===== src/rtl/core/lsme_pkg.sv =====
// ----------------------------------------------------------------------------
// lsme_pkg
// Shared types and constants for the hidden message extractor: report kinds,
// register indexes, result word layout and result queue sizing.
// ----------------------------------------------------------------------------
package lsme_pkg;

	// register file
	localparam int CFG_IDX_W = 2;
	localparam logic [CFG_IDX_W-1:0] CFG_START_CODE = 2'd0;
	localparam logic [CFG_IDX_W-1:0] CFG_END_CODE   = 2'd1;
	localparam logic [7:0] START_CODE_RST = 8'h02;
	localparam logic [7:0] END_CODE_RST   = 8'h03;

	// byte assembly
	localparam int BITS_PER_BYTE = 8;
	localparam int BIT_CNT_W     = $clog2(BITS_PER_BYTE);

	// report kinds
	typedef enum logic [1:0] {
		KIND_CHAR    = 2'd0,
		KIND_DONE    = 2'd1,
		KIND_NOSTART = 2'd2,
		KIND_NOEND   = 2'd3
	} kind_t;

	// extraction phase, one-hot
	typedef enum logic [2:0] {
		PH_START = 3'b001,
		PH_MSG   = 3'b010,
		PH_DONE  = 3'b100
	} phase_t;

	// one result word
	typedef struct packed {
		kind_t      kind;
		logic [7:0] char_value;
		logic       last_of_run;
	} res_t;

	// results of one pixel, handed to the result queue
	typedef struct packed {
		logic       en;
		logic [1:0] num;
		res_t       first;
		res_t       second;
	} push_t;

	// result queue
	localparam int QDEPTH = 4;
	localparam int QPTR_W = $clog2(QDEPTH);
	localparam int QCNT_W = $clog2(QDEPTH + 1);

	typedef struct packed {
		logic              room;
		logic [QCNT_W-1:0] level;
	} qstat_t;

endpackage


===== src/rtl/core/lsb_stego_message_extract_top.sv =====
// ----------------------------------------------------------------------------
// lsb_stego_message_extract_top
// Pulls a hidden byte message out of the pixel LSBs of a grey image stream
// and reports characters, completion and the two failure cases.
//
// channel  dir  tdata / data       tuser        tlast
// s_axis   in   pixel_value[7:0]   -            last_pixel
// m_axis   out  char_value[7:0]    report_kind  last_of_run
// cfg      in   cfg_data[7:0]      -            -   (cfg_index selects reg)
//
// one pixel per cycle while the result queue has room; a result is offered
// on m_axis once its pixel has passed the input register and the result queue
// the two results of a pixel leave one at a time through the
// one-word-per-cycle read port of the four-entry result queue
// m_axis stalls back up into the queue and then the input register
// config writes are always accepted (cfg_ready is always high)
// reset clears extraction state and restores start code 2, end code 3
// ----------------------------------------------------------------------------
module lsb_stego_message_extract_top (
	input  logic                           clk,
	input  logic                           arst_n,
	input  logic                           s_axis_tvalid,
	output logic                           s_axis_tready,
	input  logic [7:0]                     s_axis_tdata,  // [7:0] pixel_value
	input  logic                           s_axis_tlast,
	output logic                           m_axis_tvalid,
	input  logic                           m_axis_tready,
	output logic [7:0]                     m_axis_tdata,  // [7:0] char_value
	output logic [1:0]                     m_axis_tuser,  // [1:0] report_kind
	output logic                           m_axis_tlast,
	input  logic                           cfg_valid,
	output logic                           cfg_ready,
	input  logic [lsme_pkg::CFG_IDX_W-1:0] cfg_index,
	input  logic [7:0]                     cfg_data
);

	lsme_pkg::push_t  push;
	lsme_pkg::qstat_t qstat;
	lsme_pkg::res_t   out_res;
	logic             busy;

	assign cfg_ready = 1'b1;

	// byte assembly
	lsme_extract u_extract (
		.clk         (clk),
		.arst_n      (arst_n),
		.in_valid    (s_axis_tvalid),
		.in_ready    (s_axis_tready),
		.pixel_value (s_axis_tdata),
		.last_pixel  (s_axis_tlast),
		.cfg_valid   (cfg_valid),
		.cfg_index   (cfg_index),
		.cfg_data    (cfg_data),
		.qstat       (qstat),
		.push        (push),
		.busy        (busy)
	);

	// result queue
	lsme_res_fifo u_res_fifo (
		.clk       (clk),
		.arst_n    (arst_n),
		.push      (push),
		.qstat     (qstat),
		.out_valid (m_axis_tvalid),
		.out_ready (m_axis_tready),
		.out_res   (out_res)
	);

	assign m_axis_tdata = out_res.char_value;
	assign m_axis_tuser = out_res.kind;
	assign m_axis_tlast = out_res.last_of_run;

	// queue never overfills
	assert property (@(posedge clk) disable iff (!arst_n)
		qstat.level <= lsme_pkg::QCNT_W'(lsme_pkg::QDEPTH))
		else $error("result queue overflow");

	// only character words carry a byte
	assert property (@(posedge clk) disable iff (!arst_n)
		(m_axis_tvalid && (m_axis_tuser != lsme_pkg::KIND_CHAR)) |-> (m_axis_tdata == 8'h00))
		else $error("non-character word with nonzero byte");

	// words from a pixel are only pushed when the queue had room
	assert property (@(posedge clk) disable iff (!arst_n)
		push.en |-> qstat.room)
		else $error("push without room");

	// input side only stalls while a pixel waits in the input register
	assert property (@(posedge clk) disable iff (!arst_n)
		!s_axis_tready |-> (busy && !qstat.room))
		else $error("input stalled without cause");

endmodule


===== src/rtl/core/lsme_extract.sv =====
// ----------------------------------------------------------------------------
// lsme_extract
// Input register, register file and per-pixel byte assembly. Each pixel
// leaves the input register with zero, one or two result words.
// ----------------------------------------------------------------------------
module lsme_extract (
	input  logic                          clk,
	input  logic                          arst_n,
	input  logic                          in_valid,
	output logic                          in_ready,
	input  logic [7:0]                    pixel_value,
	input  logic                          last_pixel,
	input  logic                          cfg_valid,
	input  logic [lsme_pkg::CFG_IDX_W-1:0] cfg_index,
	input  logic [7:0]                    cfg_data,
	input  lsme_pkg::qstat_t              qstat,
	output lsme_pkg::push_t               push,
	output logic                          busy
);

	logic                            valid_s1;
	logic                            bit_s1;
	logic                            last_s1;
	logic                            advance;
	logic [7:0]                      start_code_q;
	logic [7:0]                      end_code_q;
	logic [lsme_pkg::BIT_CNT_W-1:0]  bit_cnt_q;
	logic [7:0]                      acc_q;
	lsme_pkg::phase_t                phase_q;

	logic                            active;
	logic [7:0]                      acc_next;
	logic                            byte_done;
	logic                            byte_emit;
	lsme_pkg::res_t                  byte_res;
	lsme_pkg::phase_t                phase_after;
	logic                            tail_emit;
	lsme_pkg::res_t                  tail_res;

	// pixel leaves the input register when the queue has room for two words
	assign advance  = valid_s1 && qstat.room;
	assign in_ready = !valid_s1 || qstat.room;
	assign busy     = valid_s1;

	// input register
	always_ff @(posedge clk or negedge arst_n) begin
		if (!arst_n) begin
			valid_s1 <= 1'b0;
		end else if (in_ready) begin
			valid_s1 <= in_valid;
		end
	end

	always_ff @(posedge clk) begin
		if (in_ready && in_valid) begin
			bit_s1  <= pixel_value[0];
			last_s1 <= last_pixel;
		end
	end

	// register file
	always_ff @(posedge clk or negedge arst_n) begin
		if (!arst_n) begin
			start_code_q <= lsme_pkg::START_CODE_RST;
			end_code_q   <= lsme_pkg::END_CODE_RST;
		end else if (cfg_valid) begin
			case (cfg_index)
				lsme_pkg::CFG_START_CODE: start_code_q <= cfg_data;
				lsme_pkg::CFG_END_CODE:   end_code_q   <= cfg_data;
				default: ;
			endcase
		end
	end

	// byte assembly and checks
	always_comb begin
		active      = (phase_q == lsme_pkg::PH_START) || (phase_q == lsme_pkg::PH_MSG);
		acc_next    = {acc_q[6:0], bit_s1};
		byte_done   = active &&
			(bit_cnt_q == lsme_pkg::BIT_CNT_W'(lsme_pkg::BITS_PER_BYTE - 1));
		byte_emit   = 1'b0;
		byte_res    = '{kind: lsme_pkg::KIND_CHAR, char_value: 8'h00, last_of_run: 1'b0};
		phase_after = phase_q;
		if (byte_done) begin
			if (phase_q == lsme_pkg::PH_START) begin
				if (acc_next != start_code_q) begin
					byte_emit     = 1'b1;
					byte_res.kind = lsme_pkg::KIND_NOSTART;
					phase_after   = lsme_pkg::PH_DONE;
				end else begin
					phase_after = lsme_pkg::PH_MSG;
				end
			end else if (acc_next == end_code_q) begin
				byte_emit     = 1'b1;
				byte_res.kind = lsme_pkg::KIND_DONE;
				phase_after   = lsme_pkg::PH_DONE;
			end else begin
				byte_emit           = 1'b1;
				byte_res.char_value = acc_next;
			end
		end
		tail_emit = last_s1 && ((phase_after == lsme_pkg::PH_START) ||
			(phase_after == lsme_pkg::PH_MSG));
		tail_res  = '{kind: lsme_pkg::KIND_NOEND, char_value: 8'h00, last_of_run: 1'b1};
	end

	// order the words of this pixel and mark the final one
	always_comb begin
		push.en     = advance;
		push.first  = byte_res;
		push.second = tail_res;
		if (byte_emit) begin
			push.first.last_of_run = !tail_emit;
			push.num               = tail_emit ? 2'd2 : 2'd1;
		end else begin
			push.first = tail_res;
			push.num   = tail_emit ? 2'd1 : 2'd0;
		end
	end

	// extraction state, rearmed by the last pixel
	always_ff @(posedge clk or negedge arst_n) begin
		if (!arst_n) begin
			bit_cnt_q <= '0;
			acc_q     <= '0;
			phase_q   <= lsme_pkg::PH_START;
		end else if (advance) begin
			if (last_s1) begin
				bit_cnt_q <= '0;
				acc_q     <= '0;
				phase_q   <= lsme_pkg::PH_START;
			end else begin
				phase_q <= phase_after;
				if (active) begin
					bit_cnt_q <= bit_cnt_q + lsme_pkg::BIT_CNT_W'(1);
					acc_q     <= byte_done ? 8'h00 : acc_next;
				end
			end
		end
	end

endmodule


===== src/rtl/core/lsme_res_fifo.sv =====
// ----------------------------------------------------------------------------
// lsme_res_fifo
// Small result queue: takes up to two words per cycle from the extractor,
// hands one word per cycle to the output side while it is ready.
// ----------------------------------------------------------------------------
module lsme_res_fifo (
	input  logic             clk,
	input  logic             arst_n,
	input  lsme_pkg::push_t  push,
	output lsme_pkg::qstat_t qstat,
	output logic             out_valid,
	input  logic             out_ready,
	output lsme_pkg::res_t   out_res
);

	lsme_pkg::res_t                 mem_q [lsme_pkg::QDEPTH];
	logic [lsme_pkg::QPTR_W-1:0]   wr_ptr_q;
	logic [lsme_pkg::QPTR_W-1:0]   rd_ptr_q;
	logic [lsme_pkg::QCNT_W-1:0]   count_q;
	logic                          pop;
	logic [lsme_pkg::QPTR_W-1:0]   wr_ptr_nxt1;
	logic [lsme_pkg::QCNT_W-1:0]   push_num;

	assign out_valid   = (count_q != '0);
	assign pop         = out_valid && out_ready;
	assign out_res     = mem_q[rd_ptr_q];
	assign wr_ptr_nxt1 = wr_ptr_q + lsme_pkg::QPTR_W'(1);
	assign push_num    = push.en ? lsme_pkg::QCNT_W'(push.num) : '0;

	// room for a full pixel's worth of words, not counting this cycle's pop
	assign qstat.room  = (count_q <= lsme_pkg::QCNT_W'(lsme_pkg::QDEPTH - 2));
	assign qstat.level = count_q;

	// storage
	always_ff @(posedge clk) begin
		if (push.en && (push.num != 2'd0)) begin
			mem_q[wr_ptr_q] <= push.first;
		end
		if (push.en && (push.num == 2'd2)) begin
			mem_q[wr_ptr_nxt1] <= push.second;
		end
	end

	// pointers and fill level
	always_ff @(posedge clk or negedge arst_n) begin
		if (!arst_n) begin
			wr_ptr_q <= '0;
			rd_ptr_q <= '0;
			count_q  <= '0;
		end else begin
			wr_ptr_q <= wr_ptr_q + lsme_pkg::QPTR_W'(push_num);
			if (pop) begin
				rd_ptr_q <= rd_ptr_q + lsme_pkg::QPTR_W'(1);
			end
			count_q <= count_q + push_num - lsme_pkg::QCNT_W'(pop);
		end
	end

endmodule


===== config.mk =====
export PLATFORM = sky130hd
export DESIGN_NAME = lsb_stego_message_extract_top
export DESIGN_NICKNAME = d
export VERILOG_FILES = /design/src/rtl/core/lsme_pkg.sv /design/src/rtl/core/lsb_stego_message_extract_top.sv /design/src/rtl/core/lsme_extract.sv /design/src/rtl/core/lsme_res_fifo.sv
export SDC_FILE = /design/constraint.sdc
export NUM_CORES = 1
export LEC_CHECK = 0
export BUFFER_PORTS_ARGS = -buffer_cell sky130_fd_sc_hd__buf_4
export CAP_MARGIN = 20
export CORE_ASPECT_RATIO = 0.6
export CORE_MARGIN = 1
export CORE_UTILIZATION = 54
export DETAILED_ROUTE_END_ITERATION = 7
export PLACE_DENSITY = 0.86
export RECOVER_POWER = 25
export SYNTH_ARGS = -nofsm -noshare
export SYNTH_HDL_FRONTEND = slang
export SYNTH_HIERARCHICAL = 1
export SYNTH_SLANG_ARGS = --single-unit

===== constraint.sdc =====
create_clock -name clk -period 2.85 [get_ports clk]
set_input_delay 0.4275 -clock clk [delete_from_list [all_inputs] [get_ports clk]]
set_output_delay 0.4275 -clock clk [all_outputs]
set_load 0.005 [all_outputs]

==> results of run 1 <==
-- path summary, 6_finish.rpt --
check                      slack, ns                  from               endpoint
setup / recovery               -0.22    u_extract/acc_q[5]  u_res_fifo/count_q[2]
hold / removal                  0.29         s_axis_tvalid         u_extract/busy
setup reg to reg               -0.22    u_extract/acc_q[5]  u_res_fifo/count_q[2]
hold reg to reg                 0.51  u_extract/phase_q[0]   u_extract/phase_q[0]
max in group asynchronous       1.09                arst_n     u_extract/acc_q[6]
min in group asynchronous       0.64                arst_n  u_res_fifo/count_q[2]
-- Yosys cell counts (all sizes together) --
master / count / area [µm²]
nor4b: 1 / 8.760
mux2: 61 / 724.4
nand2: 10 / 37.54
or4: 1 / 11.26
inv: 10 / 37.53
nand3: 2 / 10.01
o21ai: 3 / 18.77
a32o: 1 / 10.01
buf: 21 / 147.6
xor2: 10 / 87.58
nor4bb: 1 / 10.01
xnor2: 13 / 113.9
nand3b: 1 / 7.510
and2: 10 / 62.56
mux4: 11 / 247.7
nand4: 3 / 25.02
nor4: 3 / 18.77
conb: 3 / 11.26
nor3: 7 / 35.03
ha: 8 / 100.1
dfrtp: 33 / 825.8
o31a: 2 / 17.52
nor2b: 1 / 6.260
a211oi: 1 / 7.510
fa: 1 / 20.02
o31ai: 1 / 7.510
a221o: 1 / 10.01
or3: 1 / 6.260
nand2b: 7 / 43.79
a21oi: 1 / 5.000
edfxtp: 46 / 1381
clkbuf: 1 / 3.750
o21a: 2 / 15.01
a22o: 9 / 78.83
a211o: 1 / 8.760
o211ai: 1 / 7.510
nor3b: 2 / 20.02
dfstp: 4 / 105.1
nor2: 9 / 38.79
-- routing by layer --
metal  part of all wire, %  GRT usage [%]  vias to the layer above
li1                      -              -                     1256
met1                    44          32.42                     1385
met2                    48          38.43                       86
met3                   7.0          6.051                       10
met4                   1.3          9.972                        0
met5                     0              0                        -
-- metrics by stage --
step,setup TNS [ns],setup WS (ns),utilization [%],total power [mW],std cells
3_3_place_gp,-3.375,-0.1314,64.90,2.900,457
4_1_cts,-7.243,-0.2238,73.07,4.321,481
3_5_place_dp,-7.116,-0.2395,64.90,2.964,457
5_1_grt,-13.50,-0.3020,75.05,4.623,487
6_report,-6.112,-0.2172,75.05,4.397,487
2_1_floorplan,-0.8092,-0.05310,-,2.475,313
-- layout make-up --
type | instances | area (µm²)
Clock buffer | 13 | 264.0
Clock inverter | 3 | 45.04
Fill cell | 463 | 1873
Inverter | 10 | 37.54
Multi-Input combinational cell | 199 | 2192
Sequential cell | 83 | 2312
Tap cell | 104 | 130.1
Timing Repair Buffer | 75 | 653.1
-- sequential cells by signal, indices dropped and copies added, names as in the netlist, 3 cells and up --
register,flops
u_extract/phase_q,3
u_res_fifo/mem_q,44
u_extract/bit_cnt_q,3
u_extract/start_code_q,8
u_res_fifo/count_q,3
u_extract/end_code_q,8
u_extract/acc_q,7
-- cell families (layout without fill, tap and decap cells) --
logic type,Yosys count,in the layout,synth area share [%]
adder cells (fa/ha/maj),9,9,2.771
multiplexers,72,72,22.43
XOR/XNOR,23,23,4.648
AND/OR/NAND/NOR,59,60,7.881
flip-flops,83,83,53.35
other,3,12,0.2598
buffers and inverters,32,101,4.359
AO/OA/AOI/OAI,23,23,4.302
-- what timing repair did --
action                     in CTS  in global routing
setup endpoints to repair      69                 90
pin swaps                      13                 11
buffers inserted                7                  5
cloned                          1                  2
resized for setup              55                 23
-- power breakdown --
part	internal [mW]	leakage [nW]	switching, mW
combinational	0.784	1.26	0.690
sequential	1.50	0.837	0.237
clock	0.740	0.154	0.449
total	3.02	2.25	1.38
==> metrics.yaml, run 1 <==
synth:
  synth_cell_types: 48
  synthesis.instances: 304
  syn_area_per_cell_um2: 14.26
  ys_warn_count: 6
  synth-seq-cells: 83
  netlist_area_um2: 4334
  ys_seq_area_share_pct: 53.35
sta:
  setup_violations: 65
  finalMaxSlewViolations: 38
  finalHoldViolCount: 0
  max_freq_ghz: 0.3260
  worst_pin_slew_ns: 1.961
  finalWorstSetupSlack_ns: -0.2172
  rsz0062_at_grt: "yes"
  finalCritPeriodShare_pct: 107.6
  finalClockSkew_ns: 0.006909
  period_needed_ns: 3.067
  timing.slew.headroom_pct: -30.71
  hold-worst-slack_ns: 0.2860
clocking:
  cts_tree: "built"
  clockRootBuffer: "clkbuf_16"
  clock_sinks: 83
  hold_buffers: 0
  clkTransAtPathRegs_ns: 0.06
  clk_path_buf_depth: 2
  insertion_delay_ns: 0.34
  cts_buffers: 9
  h-tree-depth: 3
worst_setup_path:
  critPathKind: "reg -> reg"
  critPathRequiredTime_ns: 3.07
  reg2regPathDepth: 14
  critPathMostFrequentCell: "ha_4"
  critPathMaxFanout: 4
  cpPeakStageDelay_ns: 0.39
  arrival_ns: 3.29
  cp_slowest_cell: "dfrtp_1"
  path_buf_inv: 2
  cp-start-kind: "register"
  critPathCaptureType: "register"
  path_depth: 14
  cp_cell_sequence: "buf_4 > xnor2_1 > nand4_1 > nor2_4 > a211oi_1 > o31a_1 > ha_4 > nand2_4 > ha_4 > inv_2 > ha_4 > fa_2 > xnor2_2 > xnor2_1"
  cp_top_family: "adder cells"
routing:
  via_per_inst: 5.620
  drtIter0Drc: 196
  routedWlPerCell_um: 19.37
  drcViolationCount: 0
  antenna_left: 0
  drt_first_pass_iters: 5
  wl_um: 9435
  vias: 2737
global_routing:
  antenna_found_initial: 0
  first_global_vias: 2901
  grt.overflow.total: 0
  grt_max_degree: 38
  track_usage_pct: 24.21
  grt_pass1_wl_um: 14930
power:
  irDropWorstVdd_uv: 404.5
  power.density_nw_per_um2: 780.4
  p_leak_nw: 2.251
hold_path:
  worstHoldPathCells: 2
  hold_class: "in -> reg"
final_layout:
  most-common-layout-cells: "buf_4 (55), edfxtp_1 (46), mux2_4 (36)"
  final_nets: 411
  syn_to_final_growth_pct: 29.99
  final_area_um2: 5634
  diodes: 0
  final_common_cell: "buf_4"
  drive_above_1_share_pct: 50.65
die:
  dieArea_um2: 8400
  start_util_pct: 57.73
  ioPinCount: 38
  die_w_um: 117.7
  die_h_um: 71.40
  core_um2: 7507
  rows: 24
place:
  dpl.hpwl_um: 5948
  port_buffers: 29
  place.gp.congestion: 0.8567
  placed_area_um2: 4872
job:
  maxCapViolations: 1
outcome:
  status: "finished with violations"
  violations: "max-capacitance violations, max-slew violations, negative setup slack"
No activity file was read; power rests on OpenSTA's default activity.
==> run 2: changes to the inputs <==
- CORE_MARGIN: 1 -> 2
==> run 2 against run 1 <==
  * The run still ends with max-capacitance violations, max-slew violations, negative setup slack left
  * Sequential power about the same
  * Sequential cell count stayed put
  * Cell count rose by 2.5%
  * Worst setup slack got worse by 0.042 ns
  * Core utilization fell by 2.8 points
  * First-iteration DRC count decreased by 24%
  * Clock power about the same
  * Cell area increased by 0.31%
  * Non-clock buffer count increased by 8
  * Total power is 0.50% higher
  * Hold slack got worse by 0.0017 ns
  * Sequential share of layout area fell by 0.11 points
==> metrics.yaml, run 2 (synthesized netlist as in run 1, its figures left out) <==
sta:
  rsz0062_at_grt: "yes"
  max_freq_ghz: 0.3216  # -1.4%
  worst_pin_slew_ns: 1.957  # -0.003246 ns
  setup_violations: 73  # +12%
  finalMaxSlewViolations: 38  # unchanged
  finalCritPeriodShare_pct: 109.1  # +1.5 points
  period_needed_ns: 3.109  # +0.04218 ns
  finalClockSkew_ns: 0.009134  # +0.002224 ns
  finalWorstSetupSlack_ns: -0.2594  # -0.04218 ns
  finalHoldViolCount: 0  # unchanged
  timing.slew.headroom_pct: -30.49  # +0.22 points
hold_path:
  min_from: "s_axis_tdata[0]"
  hold_class: "in -> reg"
routing:
  routedWlPerCell_um: 20.05  # +3.5%
  via_per_inst: 5.535  # -1.5%
  vias: 2762  # +0.91%
  drcViolationCount: 0  # unchanged
  wl_um: 10000  # +6.0%
  drt_first_pass_iters: 4  # -1
  drtIter0Drc: 149  # -24%
  antenna_left: 0  # unchanged
power:
  irDropWorstVdd_uv: 533.8  # +32%
  p_leak_nw: 2.283  # +1.4%
  power.total_mw: 4.419  # +0.50%
  power.density_nw_per_um2: 781.9  # +0.19%
die:
  dieArea_um2: 8782  # +4.5%
  die_w_um: 119.7  # +1.7%
  ioPinCount: 38  # unchanged
  rows: 25  # +4.2%
  start_util_pct: 55.42  # -2.3 points
  core_um2: 7820  # +4.2%
  die_h_um: 73.40  # +2.8%
clocking:
  clockRootBuffer: "clkbuf_16"
  hold_buffers: 0  # unchanged
  cts_buffers: 9  # unchanged
  clock_sinks: 83  # unchanged
  h-tree-depth: 3  # unchanged
  clkTransAtPathRegs_ns: 0.06  # about the same
  insertion_delay_ns: 0.35  # about the same
  clk_path_buf_depth: 2  # unchanged
  cts_tree: "built"
place:
  place.gp.congestion: 0.8465  # -1.2%
  port_buffers: 29  # unchanged
  dpl.hpwl_um: 6084  # +2.3%
  dp.cells: 463  # +1.3%
final_layout:
  final_common_cell: "buf_4"
  reg_top3: "u_res_fifo/mem_q x44, u_extract/end_code_q x8, u_extract/start_code_q x8"
  finish.utilization_pct: 72.27  # -2.8 points
  final_nets: 419  # +1.9%
  most-common-layout-cells: "buf_4 (58), edfxtp_1 (46), mux2_2 (44)"
  drive_above_1_share_pct: 53.71  # +3.1 points
  fillCellCount: 542  # +17%
  syn_to_final_growth_pct: 30.40
  largest_reg_flops: 44  # unchanged
  diodes: 0  # unchanged
  regMostFlops: "u_res_fifo/mem_q"
  final_cells: 499  # +2.5%
worst_setup_path:
  critPathMaxFanout: 5  # +1
  cp_cell_sequence: "xor2_1 > nor4_4 > nand3_4 > nor3_2 > o31a_1 > ha_2 > nand2_4 > buf_6 > or4_4 > mux2_4"
  cp-endpoint: "u_res_fifo/mem_q[3][5]"
  r2r_end: "u_res_fifo/mem_q[3][5]"
  cpPeakStageDelay_ns: 0.57  # +0.18 ns
  critPathCaptureType: "register"
  critPathKind: "reg -> reg"
  arrival_ns: 3.21  # -0.08 ns
  cp-start-kind: "register"
  critPathRequiredTime_ns: 2.95  # -0.12 ns
  rrSetupSlack_ns: -0.26  # -0.04 ns
  startpoint: "u_extract/acc_q[5]"
  reg2regPathDepth: 10  # -4
  cp_slowest_cell: "or4_4"
  r2r_start: "u_extract/acc_q[5]"
outcome:
  violations: "max-capacitance violations, max-slew violations, negative setup slack"
  status: "finished with violations"
job:
  maxCapViolations: 1  # unchanged
global_routing:
  antenna_found_initial: 0  # unchanged
  grt_max_degree: 38  # unchanged
  grt_pass1_wl_um: 15360  # +2.9%
  track_usage_pct: 24.38  # +0.17 points
  grt.overflow.total: 0  # unchanged
  first_global_vias: 2890  # -0.38%
## run 2: cell types whose count changed in the layout (fill, tap and decap cells not counted), sizes merged
cell	change
inv	-1
buf	+8
clkinv	+2
clkbuf	-1
## run 2: cell type report
type | instances | area [µm²] | area share [%]
Sequential cell | 83 | 2313 | 40.93
Multi-Input combinational cell | 199 | 2125 | 37.59
Timing Repair Buffer | 83 | 744.5 | 13.17
Clock buffer | 12 | 246.5 | 4.361
Tap cell | 108 | 135.1 | 2.391
Clock inverter | 4 | 50.05 | 0.8855
Inverter | 10 | 37.54 | 0.6642
## run 2: how the worst min path moves through the flow
stage                             end  slack, ns  depth (start not counted)
3_5_place_dp    u_res_fifo/count_q[1]       0.41                          1
3_3_place_gp           u_extract/busy       0.41                          1
5_1_grt              u_extract/bit_s1       0.27                          1
6_report             u_extract/bit_s1       0.28                          1
4_1_cts        u_res_fifo/rd_ptr_q[0]       0.05                          1
2_1_floorplan      u_extract/acc_q[0]       0.13                          0
## run 2: per-stage QoR
stage	hold WS (ns)	worst slack, ns	TNS (ns)	area (µm²)
after floorplan	0.1319	-0.05310	-0.8092	4390
after global placement	0.4088	-0.1425	-5.391	4880
after detailed placement	0.4114	-0.2048	-11.02	4880
after CTS	0.04997	-0.1787	-6.687	5508
after global routing	0.2743	-0.3527	-20.49	5652
final	0.2843	-0.2594	-10.84	5652
## run 2: where the power goes
| group | switching [mW] | internal (mW) |
|---|---|---|
| clock network | 0.460 | 0.703 |
| registers | 0.247 | 1.50 |
| logic | 0.717 | 0.794 |
## run 2: critical path: cells and delay by family, from the launching register on
family / cells / cell delay [ns]
simple gates: 5 / 1.29
fa+ha+maj: 1 / 0.25
flops: 1 / 0.41
compound gates: 1 / 0.25
xor+xnor: 1 / 0.18
buf+inv: 1 / 0.16
mux: 1 / 0.32
## run 2: timing repair
| item | 4_1_cts | 5_1_grt |
|---|---|---|
| setup endpoints to repair | 83 | 89 |
| setup buffers | 9 | 5 |
| gates cloned | 6 | 0 |
| pin swaps | 9 | 11 |
| resized for setup | 52 | 18 |
## run 2: routing by layer
metal,part of all wire (%),vias up,routed length [µm],track usage [%]
met3,7.4,10,745,8.618
met2,46,93,4584,36.95
met5,0,-,0,0
met4,0.97,0,97,6.405
li1,-,1270,-,-
met1,46,1389,4577,33.90
